<file path="src/rtl/lec_pkg.sv">
package lec_pkg;

    localparam int SW  = 16;
    localparam int NCH = 3;

    localparam logic [SW-1:0] FS       = '1;
    localparam logic [33:0]   HALF34   = 34'(FS >> 1);

    // ratio divider: 16 quotient bits, 4 per stage
    localparam int DIV_STAGES = 4;
    localparam int DIV_STEPS  = SW / DIV_STAGES;

    typedef enum logic [1:0] {
        MODE_UNION      = 2'd0,
        MODE_CLIP_BACK  = 2'd1,
        MODE_CLIP_LAYER = 2'd2,
        MODE_INTERSECT  = 2'd3
    } t_mode;

    typedef enum logic [1:0] {
        CFG_MODE    = 2'd0,
        CFG_OPACITY = 2'd1,
        CFG_MASK_EN = 2'd2,
        CFG_NONE    = 2'd3
    } t_cfg_idx;

    // colour and sideband that ride along the pipeline
    typedef struct packed {
        logic [NCH-1:0][SW-1:0] back;
        logic [NCH-1:0][SW-1:0] lay;
        logic                   last;
    } t_pix;

    // floor(x / 65535) by folding the high part back in, one final correction
    function automatic logic [17:0] div_fs(input logic [33:0] x);
        logic [17:0] q0;
        logic [18:0] r;
        logic [16:0] r2;
        q0 = x[33:16];
        r  = 19'(x[15:0]) + 19'(q0);
        r2 = 17'(r[15:0]) + 17'(r[18:16]);
        return q0 + 18'(r[18:16]) + 18'((r2 >= 17'(FS)) ? 1 : 0);
    endfunction

endpackage

</file>
<file path="src/rtl/lec_div.sv">
module lec_div
    import lec_pkg::*;
(
    input  logic          i_clk,
    input  logic          i_rst_n,
    input  logic          i_valid,
    output logic          o_rdy,
    input  t_pix          i_pix,
    input  logic [SW-1:0] i_na,
    input  logic [31:0]   i_p2,
    output logic          o_valid,
    input  logic          i_rdy,
    output t_pix          o_pix,
    output logic [SW-1:0] o_na,
    output logic [SW-1:0] o_ratio
);

    localparam int NS = DIV_STAGES;

    logic [NS-1:0]         r_v;
    logic [NS-1:0]         rdy;
    t_pix                  r_pix  [NS];
    logic [NS-1:0][SW-1:0] r_na;
    logic [NS-1:0][SW-1:0] r_rem;
    logic [NS-1:0][SW-1:0] r_lo;
    logic [NS-1:0][SW-1:0] r_q;
    logic [NS-1:0]         r_sat;

    logic [NS-1:0][SW-1:0] n_rem;
    logic [NS-1:0][SW-1:0] n_lo;
    logic [NS-1:0][SW-1:0] n_q;
    logic [31:0]           num;
    logic                  sat_in;
    logic [SW:0]           t;

    always_comb begin
        rdy[NS-1] = !r_v[NS-1] || i_rdy;
        for (int k = NS - 2; k >= 0; k--) begin
            rdy[k] = !r_v[k] || rdy[k+1];
        end
    end

    assign o_rdy = rdy[0];

    // numerator carries half the divisor for rounding; top half below na means q fits
    assign num    = i_p2 + 32'(i_na >> 1);
    assign sat_in = (num >= {i_na, 16'h0000});

    always_comb begin
        for (int k = 0; k < NS; k++) begin
            n_rem[k] = (k == 0) ? num[31:16] : r_rem[k-1];
            n_lo[k]  = (k == 0) ? num[15:0]  : r_lo[k-1];
            n_q[k]   = (k == 0) ? '0         : r_q[k-1];
            for (int s = 0; s < DIV_STEPS; s++) begin
                t = {n_rem[k], n_lo[k][SW-1]};
                n_lo[k] = n_lo[k] << 1;
                if (t >= {1'b0, ((k == 0) ? i_na : r_na[k-1])}) begin
                    t = t - {1'b0, ((k == 0) ? i_na : r_na[k-1])};
                    n_q[k] = {n_q[k][SW-2:0], 1'b1};
                end else begin
                    n_q[k] = {n_q[k][SW-2:0], 1'b0};
                end
                n_rem[k] = t[SW-1:0];
            end
        end
    end

    always_ff @(posedge i_clk) begin
        if (!i_rst_n) begin
            r_v <= '0;
        end else begin
            for (int k = 0; k < NS; k++) begin
                if (rdy[k]) begin
                    r_v[k] <= (k == 0) ? i_valid : r_v[k-1];
                end
            end
        end
    end

    always_ff @(posedge i_clk) begin
        for (int k = 0; k < NS; k++) begin
            if (rdy[k] && ((k == 0) ? i_valid : r_v[k-1])) begin
                r_pix[k] <= (k == 0) ? i_pix  : r_pix[k-1];
                r_na[k]  <= (k == 0) ? i_na   : r_na[k-1];
                r_sat[k] <= (k == 0) ? sat_in : r_sat[k-1];
                r_rem[k] <= n_rem[k];
                r_lo[k]  <= n_lo[k];
                r_q[k]   <= n_q[k];
            end
        end
    end

    assign o_valid = r_v[NS-1];
    assign o_pix   = r_pix[NS-1];
    assign o_na    = r_na[NS-1];
    assign o_ratio = r_sat[NS-1] ? FS : r_q[NS-1];

endmodule

</file>
<file path="config.mk">
export PLATFORM = sky130hd
export DESIGN_NAME = lec_div
export DESIGN_NICKNAME = d
export VERILOG_FILES = /design/src/rtl/lec_pkg.sv /design/src/rtl/lec_div.sv
export SDC_FILE = /design/constraint.sdc
export NUM_CORES = 1
export LEC_CHECK = 0
export BUFFER_PORTS_ARGS = -buffer_cell sky130_fd_sc_hd__buf_4
export CORE_ASPECT_RATIO = 0.6
export CORE_UTILIZATION = 56
export CTS_BUF_LIST = sky130_fd_sc_hd__clkbuf_16
export CTS_CLUSTER_DIAMETER = 120
export DETAILED_ROUTE_END_ITERATION = 12
export PLACE_DENSITY = 0.78
export SLEW_MARGIN = 15
export SYNTH_ARGS = -nofsm -noshare
export SYNTH_HDL_FRONTEND = slang
export SYNTH_SLANG_ARGS = --single-unit
</file>
<file path="constraint.sdc">
create_clock -name i_clk -period 29.8 [get_ports i_clk]
set_clock_uncertainty 0.05 [all_clocks]
set_input_delay 1.49 -clock i_clk [delete_from_list [all_inputs] [get_ports i_clk]]
set_output_delay 1.49 -clock i_clk [all_outputs]
set_load 0.01 [all_outputs]
</file>
==> flow_metrics.py <==
metrics = {
    "grt": {
        "globalRouteMet1Util_pct": 45.27,
        "antenna_found_initial": 3,
        "grt_pass1_wl_um": 136600,
        "grt_max_degree": 147,
        "met3_usage_pct": 9.167,
        "grt_overflow": 0,
        "gr-usage-met2_pct": 43.35,
        "grt-busiest-layer": "met1",
        "track_usage_pct": 30.29,
        "first_global_vias": 22660,
    },
    "logic_synthesis": {
        "async_reset_ff_share_pct": 0,
        "synth_seq_cells": 572,
        "ys_seq_area_share_pct": 51.96,
        "synth_edf_count": 568,
        "postSynthAreaPerCell_sq_um": 12.11,
        "synth-main-ff-cell": "edfxtp_1",
        "synthesis.area_sq_um": 32980,
        "yosysWarnings": 0,
        "synthCells": 2723,
        "synth_nets": 3175,
        "ys_types": 95,
    },
    "clocking": {
        "path_clk_slew_ns": 0.07,
        "cts-htree-levels": 2,
        "cts_buffers": 52,
        "root_buffer": "clkbuf_16",
        "cts-resized-gates": 0,
        "cts_hold_buffers": 0,
        "clock_latency_ns": 0.65,
        "cts_tree": "built",
        "cts_setup_buffers": 0,
        "clock_path_buffers": 3,
        "cts_sinks": 572,
    },
    "routing": {
        "antenna_left": 0,
        "viasPerCell": 6.203,
        "dr.pass1.iters": 8,
        "drc": 0,
        "first_iter_violations": 2824,
        "wirelength_um": 91680,
        "wl_per_cell_um": 23.87,
        "via_count": 23820,
    },
    "cells_and_area": {
        "design_area_sq_um": 37750,
        "antenna_cells": 0,
        "nets": 3481,
        "layout_common_cells": "edfxtp_1, buf_4, ha_1, a21oi_1, inv_1",
        "layout-drive-gt1-share_pct": 19.19,
        "final_common_cell": "edfxtp_1",
        "area.growth.synth_to_final_pct": 14.45,
    },
    "sta": {
        "layout_setup_ws_ns": 13.46,
        "relSlewSlack_pct": 24.20,
        "fmax_mhz": 61.20,
        "hold_viol": 0,
        "setup_viol": 0,
        "setup_tns_ns": 0,
        "worst_slew_pin_slew_ns": 1.137,
        "fin_hold_ws_ns": 0.3450,
        "min_period_over_period_pct": 54.83,
        "period_needed_ns": 16.34,
        "rsz0062_at_grt": "false",
        "final_max_slew_viol_count": 0,
    },
    "placed_design": {
        "place_ws_ns": 13.25,
        "hpwl_um": 69370,
        "gp_congestion": 0.9783,
        "port_buffers": 279,
        "place_area_sq_um": 35970,
    },
    "critical_path": {
        "cp.required_ns": 30.14,
        "crit_path_max_fanout": 19,
        "worst-setup-path-type": "input port to flop",
        "worstPathArrival_ns": 16.68,
        "crit_path_end_kind": "flop",
        "max_stage_delay_ns": 0.86,
        "cp-start-kind": "input port",
        "slowest_stage": "o41ai_1",
    },
    "job": {
        "drv_cap": 0,
    },
    "die": {
        "chipWidth_um": 315.3,
        "die_h_um": 190.0,
        "start_util_pct": 57.00,
        "die_area_sq_um": 59900,
        "core_sq_um": 57860,
        "pin_count": 280,
        "rows": 68,
    },
    "run_status": {
        "outcome": "finished clean",
    },
    "hold_path": {
        "min_path_type": "flop to flop",
    },
}
worst paths after layout:
| kind | from | to | slack, ns | depth (start not counted) |
|---|---|---|---|---|
| worst max-delay path | i_na[1] | r_rem[10] | 13.46 | 52 |
| worst min-delay path | r_pix[0][66] | r_pix[1][66] | 0.35 | 0 |
| worst max register to register | r_na[1] | r_rem[25] | 15.83 | 44 |
| worst min register to register | r_pix[0][66] | r_pix[1][66] | 0.35 | 0 |
kinds of logic after synthesis:
group / Yosys count / synth area share, %
AO/OA/AOI/OAI: 633 / 12.72
AND/OR/NAND/NOR: 632 / 9.705
flip-flops: 572 / 51.96
adder cells (fa/ha/maj): 303 / 11.86
buffers and inverters: 225 / 2.861
XOR/XNOR: 184 / 4.887
multiplexers: 174 / 6.002
cell usage after synthesis (all sizes together) (16+ instances only):
library cell	count	area share, %
a211oi	23	0.55
a21boi	16	0.36
a21o	58	1.3
a21oi	186	2.9
a31oi	20	0.42
and3	26	0.49
buf	29	0.62
edfxtp	568	52
fa	16	0.97
ha	287	11
inv	181	2.1
mux2	150	5.2
mux2i	24	0.77
nand2	128	1.5
nand2b	30	0.57
nand3	43	0.65
nand4	55	1.0
nor2	156	1.8
nor2b	42	0.80
nor3	47	0.75
nor4	27	0.51
o211ai	20	0.51
o21a	44	1.0
o21ai	132	2.0
o21bai	26	0.59
or2	27	0.51
or3	19	0.38
xnor2	131	3.5
xor2	53	1.4
flip-flops by register name, summed over array words and instances, names as in the netlist:
signal	count
r_lo	12
r_v	4
r_sat	4
r_q	40
n_lo	12
r_pix	388
r_na	48
r_rem	48
o_na	16
per-stage QoR:
step / instances / util, %
floorplan: 2723 / -
global placement: 3745 / 62.17
detailed placement: 3745 / 62.17
CTS: 3840 / 65.24
global route: 3840 / 65.24
finish: 3840 / 65.24
cell type report:
class | instances | area (sq um)
multi-input combinational | 1926 | 14940
tap | 770 | 963.4
inverter | 182 | 685.7
clock buffer | 53 | 1326
timing repair buffer | 295 | 2240
sequential | 572 | 17140
clock inverter | 42 | 450.4
fill | 4243 | 20110
worst max-delay path: cells and delay by family:
family	cells	cell delay [ns]
adder cells (fa/ha/maj)	6	1.93
AO/OA/AOI/OAI	28	8.44
AND/OR/NAND/NOR	7	1.74
buffers and inverters	6	1.13
multiplexers	4	1.53
XOR/XNOR	1	0.36
per-layer routing:
layer,up-vias,wire (um)
met2,1135,38510
met4,6,1712
met3,133,10150
met5,-,37
li1,10970,-
met1,11580,41260
Power is not shown: default switching activity piles up to over one toggle a cycle in this logic, so the estimate is an artifact.
