==> config.mk <==
export PLATFORM = sky130hd
export DESIGN_NAME = lec_alpha
export DESIGN_NICKNAME = d
export VERILOG_FILES = /design/src/rtl/lec_pkg.sv /design/src/rtl/lec_alpha.sv
export SDC_FILE = /design/constraint.sdc
export NUM_CORES = 2
export LEC_CHECK = 0
export ABC_AREA = 1
export BUFFER_PORTS_ARGS = -buffer_cell sky130_fd_sc_hd__buf_2
export CELL_PAD_IN_SITES_DETAIL_PLACEMENT = 0
export CELL_PAD_IN_SITES_GLOBAL_PLACEMENT = 1
export CORE_MARGIN = 2
export CORE_UTILIZATION = 28
export CTS_CLUSTER_SIZE = 12
export DETAILED_ROUTE_END_ITERATION = 6
export GPL_ROUTABILITY_DRIVEN = 0
export PLACE_DENSITY_LB_ADDON = 0.08
export SLEW_MARGIN = 20
export SYNTH_ARGS = -nofsm -noshare
export SYNTH_HDL_FRONTEND = slang
export SYNTH_SLANG_ARGS = --single-unit
==> constraint.sdc <==
create_clock -name i_clk -period 17.3 [get_ports i_clk]
set_clock_uncertainty 0.05 [all_clocks]
set_input_delay 1.73 -clock i_clk [delete_from_list [all_inputs] [get_ports i_clk]]
set_output_delay 1.73 -clock i_clk [all_outputs]
set_load 0.02 [all_outputs]
==> src/rtl/lec_pkg.sv <==
package lec_pkg;

    localparam int SW  = 16;
    localparam int NCH = 3;

    localparam logic [SW-1:0] FS       = '1;
    localparam logic [33:0]   HALF34   = 34'(FS >> 1);

    // ratio divider: 16 quotient bits, 4 per stage
    localparam int DIV_STAGES = 4;
    localparam int DIV_STEPS  = SW / DIV_STAGES;

    typedef enum logic [1:0] {
        MODE_UNION      = 2'd0,
        MODE_CLIP_BACK  = 2'd1,
        MODE_CLIP_LAYER = 2'd2,
        MODE_INTERSECT  = 2'd3
    } t_mode;

    typedef enum logic [1:0] {
        CFG_MODE    = 2'd0,
        CFG_OPACITY = 2'd1,
        CFG_MASK_EN = 2'd2,
        CFG_NONE    = 2'd3
    } t_cfg_idx;

    // colour and sideband that ride along the pipeline
    typedef struct packed {
        logic [NCH-1:0][SW-1:0] back;
        logic [NCH-1:0][SW-1:0] lay;
        logic                   last;
    } t_pix;

    // floor(x / 65535) by folding the high part back in, one final correction
    function automatic logic [17:0] div_fs(input logic [33:0] x);
        logic [17:0] q0;
        logic [18:0] r;
        logic [16:0] r2;
        q0 = x[33:16];
        r  = 19'(x[15:0]) + 19'(q0);
        r2 = 17'(r[15:0]) + 17'(r[18:16]);
        return q0 + 18'(r[18:16]) + 18'((r2 >= 17'(FS)) ? 1 : 0);
    endfunction

endpackage

==> src/rtl/lec_alpha.sv <==
module lec_alpha
    import lec_pkg::*;
(
    input  logic          i_clk,
    input  logic          i_rst_n,
    input  logic          i_valid,
    output logic          o_rdy,
    input  t_pix          i_pix,
    input  logic [SW-1:0] i_back_alpha,
    input  logic [SW-1:0] i_alpha_in,
    input  logic [SW-1:0] i_mask,
    input  logic [SW-1:0] i_opacity,
    input  logic          i_mask_en,
    input  t_mode         i_mode,
    output logic          o_valid,
    input  logic          i_rdy,
    output t_pix          o_pix,
    output logic [SW-1:0] o_na,
    output logic [31:0]   o_p2
);

    localparam int NS = 6;

    logic [NS-1:0] r_v;
    logic [NS-1:0] rdy;

    t_pix          r1_pix, r2_pix, r3_pix, r4_pix, r5_pix, r6_pix;
    logic [SW-1:0] r1_ba, r2_ba, r3_ba, r4_ba;
    logic [SW-1:0] r1_mask, r2_mask;
    logic [31:0]   r1_prod, r3_prod;
    logic [SW-1:0] r2_la, r3_la, r4_la;
    logic [31:0]   r5_p1, r5_p2, r6_p2;
    logic [SW-1:0] r6_na;

    logic [SW-1:0] n2_la, n4_la, n6_na;
    logic [17:0]   q_la1, q_la2, q_un, q_cb, q_cl;

    always_comb begin
        rdy[NS-1] = !r_v[NS-1] || i_rdy;
        for (int k = NS - 2; k >= 0; k--) begin
            rdy[k] = !r_v[k] || rdy[k+1];
        end
    end

    assign o_rdy = rdy[0];

    always_ff @(posedge i_clk) begin
        if (!i_rst_n) begin
            r_v <= '0;
        end else begin
            for (int k = 0; k < NS; k++) begin
                if (rdy[k]) begin
                    r_v[k] <= (k == 0) ? i_valid : r_v[k-1];
                end
            end
        end
    end

    always_comb begin
        q_la1 = div_fs(34'(r1_prod) + HALF34);
        n2_la = q_la1[SW-1:0];
        q_la2 = div_fs(34'(r3_prod) + HALF34);
        n4_la = i_mask_en ? q_la2[SW-1:0] : r3_la;
        q_un  = div_fs(34'(r5_p1) + 34'(r5_p2) + HALF34);
        q_cb  = div_fs(34'(r5_p1) + HALF34);
        q_cl  = div_fs(34'(r5_p2) + HALF34);
        case (i_mode)
            MODE_UNION:      n6_na = q_un[SW-1:0];
            MODE_CLIP_BACK:  n6_na = q_cb[SW-1:0];
            MODE_CLIP_LAYER: n6_na = q_cl[SW-1:0];
            default:         n6_na = '0;
        endcase
    end

    always_ff @(posedge i_clk) begin
        if (rdy[0] && i_valid) begin
            r1_pix  <= i_pix;
            r1_ba   <= i_back_alpha;
            r1_mask <= i_mask;
            r1_prod <= i_alpha_in * i_opacity;
        end
        if (rdy[1] && r_v[0]) begin
            r2_pix  <= r1_pix;
            r2_ba   <= r1_ba;
            r2_mask <= r1_mask;
            r2_la   <= n2_la;
        end
        if (rdy[2] && r_v[1]) begin
            r3_pix  <= r2_pix;
            r3_ba   <= r2_ba;
            r3_la   <= r2_la;
            r3_prod <= r2_la * r2_mask;
        end
        if (rdy[3] && r_v[2]) begin
            r4_pix <= r3_pix;
            r4_ba  <= r3_ba;
            r4_la  <= n4_la;
        end
        if (rdy[4] && r_v[3]) begin
            r5_pix <= r4_pix;
            r5_p1  <= r4_ba * (FS - r4_la);
            r5_p2  <= r4_la * (FS - r4_ba);
        end
        if (rdy[5] && r_v[4]) begin
            r6_pix <= r5_pix;
            r6_na  <= n6_na;
            r6_p2  <= r5_p2;
        end
    end

    assign o_valid = r_v[NS-1];
    assign o_pix   = r6_pix;
    assign o_na    = r6_na;
    assign o_p2    = r6_p2;

endmodule

==> summary.txt <==
Synthesis
  – Yosys top cell by area: edfxtp_1
  – Async set-reset flop share out of synthesis: 0
  – Mapped Area: 73270 µm²
  – Post-Synthesis Net Count: 8910
  – Syn. warnings: 0
  – Synth cell types: 70
  – Register bit count reported by yosys: 908
  – EDFF count, synth: 902
  – Avg Cell Area, Syn: 9.977 µm²
  – Synth area leaders: edfxtp_1, fa_1, ha_1
  – Post-Syn Instances: 7344
  – Sequential area share after synthesis: 0.3713
  – Dominant synthesized flop cell: edfxtp_1
  – Post-synth top area share: 0.3697

Place
  – HPWL Detailed: 173.3 mm
  – Port Buffers: 314

Global routing
  – Vias in the first global route: 53.13k
  – Initial antenna violation count: 28
  – Global-route wire length before repair: 335.5 mm
  – Total track usage: 0.1696
  – Total grt overflow: 0
  – Largest net degree at the start of global routing: 134

Drt
  – Via density: 4.382
  – DRT Pass-1 Iters: 5
  – Initial DRC count: 2585
  – DR WL/cell: 19.94 µm
  – Final wirelength: 223.1 mm
  – ANT nets after route: 0
  – DRC viols: 0
  – Vias post-DR: 49.02k

Worst setup path
  – Worst path slowest cell: a21oi_1
  – Cells on worst reg2reg path: 41
  – Crit path DAT: 8.91 ns
  – Worst path required time: 17.72 ns
  – Critical Path Start: r5_p2[0]$_DFFE_PP_
  – CP Capture Type: flop
  – Most common cell on crit path: nand2_1
  – Highest net fanout along the worst path: 5
  – Largest stage delay, worst path: 0.44 ns
  – Setup crit start kind: flop
  – Worst r2r src: r5_p2[0]$_DFFE_PP_
  – Setup CP Type: flop to flop

STA
  – Worst slew pin tran: 1.160 ns
  – Final Hold Vio Count: 0
  – Tmin final: 8.489 ns
  – Final Cycle Share: 0.4907
  – Fmax: 117.8 MHz
  – RSZ-0062 raised after global routing: no
  – Max Slew Vio Count: 0
  – Setup-failing EPs final: 0
  – Setup Total Neg Slack: 0 ns
  – WHS: 0.3378 ns
  – Slew Limit Headroom: 0.2266

Cells and area
  – Commonest non-fill, non-tap cell in the layout: inv_1
  – Area delta synth->final: 12.23%
  – Final nets: 9172
  – Share of layout cells above drive strength 1: 0.08705
  – Most frequent cells in the layout: inv_1, nand2_1, edfxtp_1

Power
  – Worst VDD drop: 351.2 µV
  – PwrDens: 192.5 nW/µm²
  – P_leak: 38.09 nW

Clocking
  – Clock Path Buffers: 3
  – Num CTS Buffers: 107
  – Hold buffers post-CTS: 0
  – Post-CTS Resized: 0
  – Clk slew on worst S/H paths: 0.06 ns
  – TritonCTS clock tree: done
  – Clock Latency Late Sink: 0.75 ns
  – Clk sinks: 908
  – Post-CTS Setup Inserts: 0
  – H-Tree Depth: 3
  – CTS Root Cell: clkbuf_16

Worst hold path
  – Worst min path class: flop to flop
  – Hold path start: r3_ba[13]$_DFFE_PP_
  – Hold depth: 0

Die
  – Io pins: 315
  – Die span in y: 515.5 µm
  – Floorplan row count: 187
  – Core area: 259900 µm²
  – Initial core utilization: 0.2819
  – DIE AREA: 265800 µm²
  – Die width: 515.5 µm

Run
  – Max-cap check violation count: 0

Run status
  – Outcome: finished clean
power by group:
part           leakage, nW  total (mW)  switching, mW  internal [mW]
Sequential            8.40        3.21          0.136           3.07
Clock                 1.61        2.15          0.956           1.19
Combinational         28.1        10.5           6.49           3.98
Total                 38.1        15.8           7.58           8.25
metal layers:
metal	GRT usage	part of all wire	vias to the layer above
li1	-	-	23407
met1	0.2147	0.44	24609
met2	0.3015	0.50	711
met3	0.02225	0.034	279
met4	0.04570	0.029	10
met5	0	0.00022	-
state kept, by name (all words and copies together) (netlist names), 97 cells and up:
register  cells
o_pix        97
r4_pix       97
r2_pix       97
r1_pix       97
r5_pix       97
r3_pix       97
worst max-delay path: cells and delay by family, from the launching register on:
kind                       cells  cell delay (ns)
DFF                            1             0.38
AOI/OAI and AO/OA             12             2.67
and+or+nand+nor               20             3.20
adders and majority gates      5             1.40
buffers and inverters          4             0.47
layout make-up:
type | instances | area [µm²]
repair buffers | 378 | 2077
clock buffers | 122 | 2755
fillers | 26931 | 177700
clock inverters | 66 | 548.0
well taps | 3496 | 4374
inverters | 1637 | 6165
multi-input cells | 4574 | 39100
flip-flops and latches | 908 | 27210
diodes | 5 | 12.51
worst paths after layout:
check	to	slack, ns
min	r4_ba[13]$_DFFE_PP_	0.34
max	o_na[10]$_DFFE_PP_	8.81
max reg2reg	o_na[10]$_DFFE_PP_	8.81
min reg2reg	r4_ba[13]$_DFFE_PP_	0.34
synthesized netlist by cell type, drive strengths merged, types with 18 or more instances:
library cell  number
nor4              21
a21oi            257
nor3              60
nand3b            18
inv             1622
ha               599
nor2             532
xnor2             93
nand4             45
xor2             221
o21ai            158
fa               799
clkbuf           221
nand2           1446
nand3            195
edfxtp           902
cells by family after synthesis:
family                     share of synthesized area
DFF                                           0.3713
xor gates and xnor gates                     0.03938
adders and majority gates                     0.3206
AOI/OAI and AO/OA                            0.03998
buffers and inverters                        0.09541
and+or+nand+nor                               0.1333
per-stage QoR:
step           utilization  instance area (µm²)  total power [mW]  instances  worst slack, ns
2_1_floorplan            -                73270             10.89       7344            7.730
3_3_place_gp        0.3036                78920             14.10      10993            8.862
3_5_place_dp        0.3036                78920             14.01      10993            8.753
4_1_cts             0.3163                82220             16.30      11181            8.673
5_1_grt             0.3163                82230             17.67      11183            7.764
6_report            0.3163                82230             15.83      11186            8.811
Power figures use the tool's default switching activity.
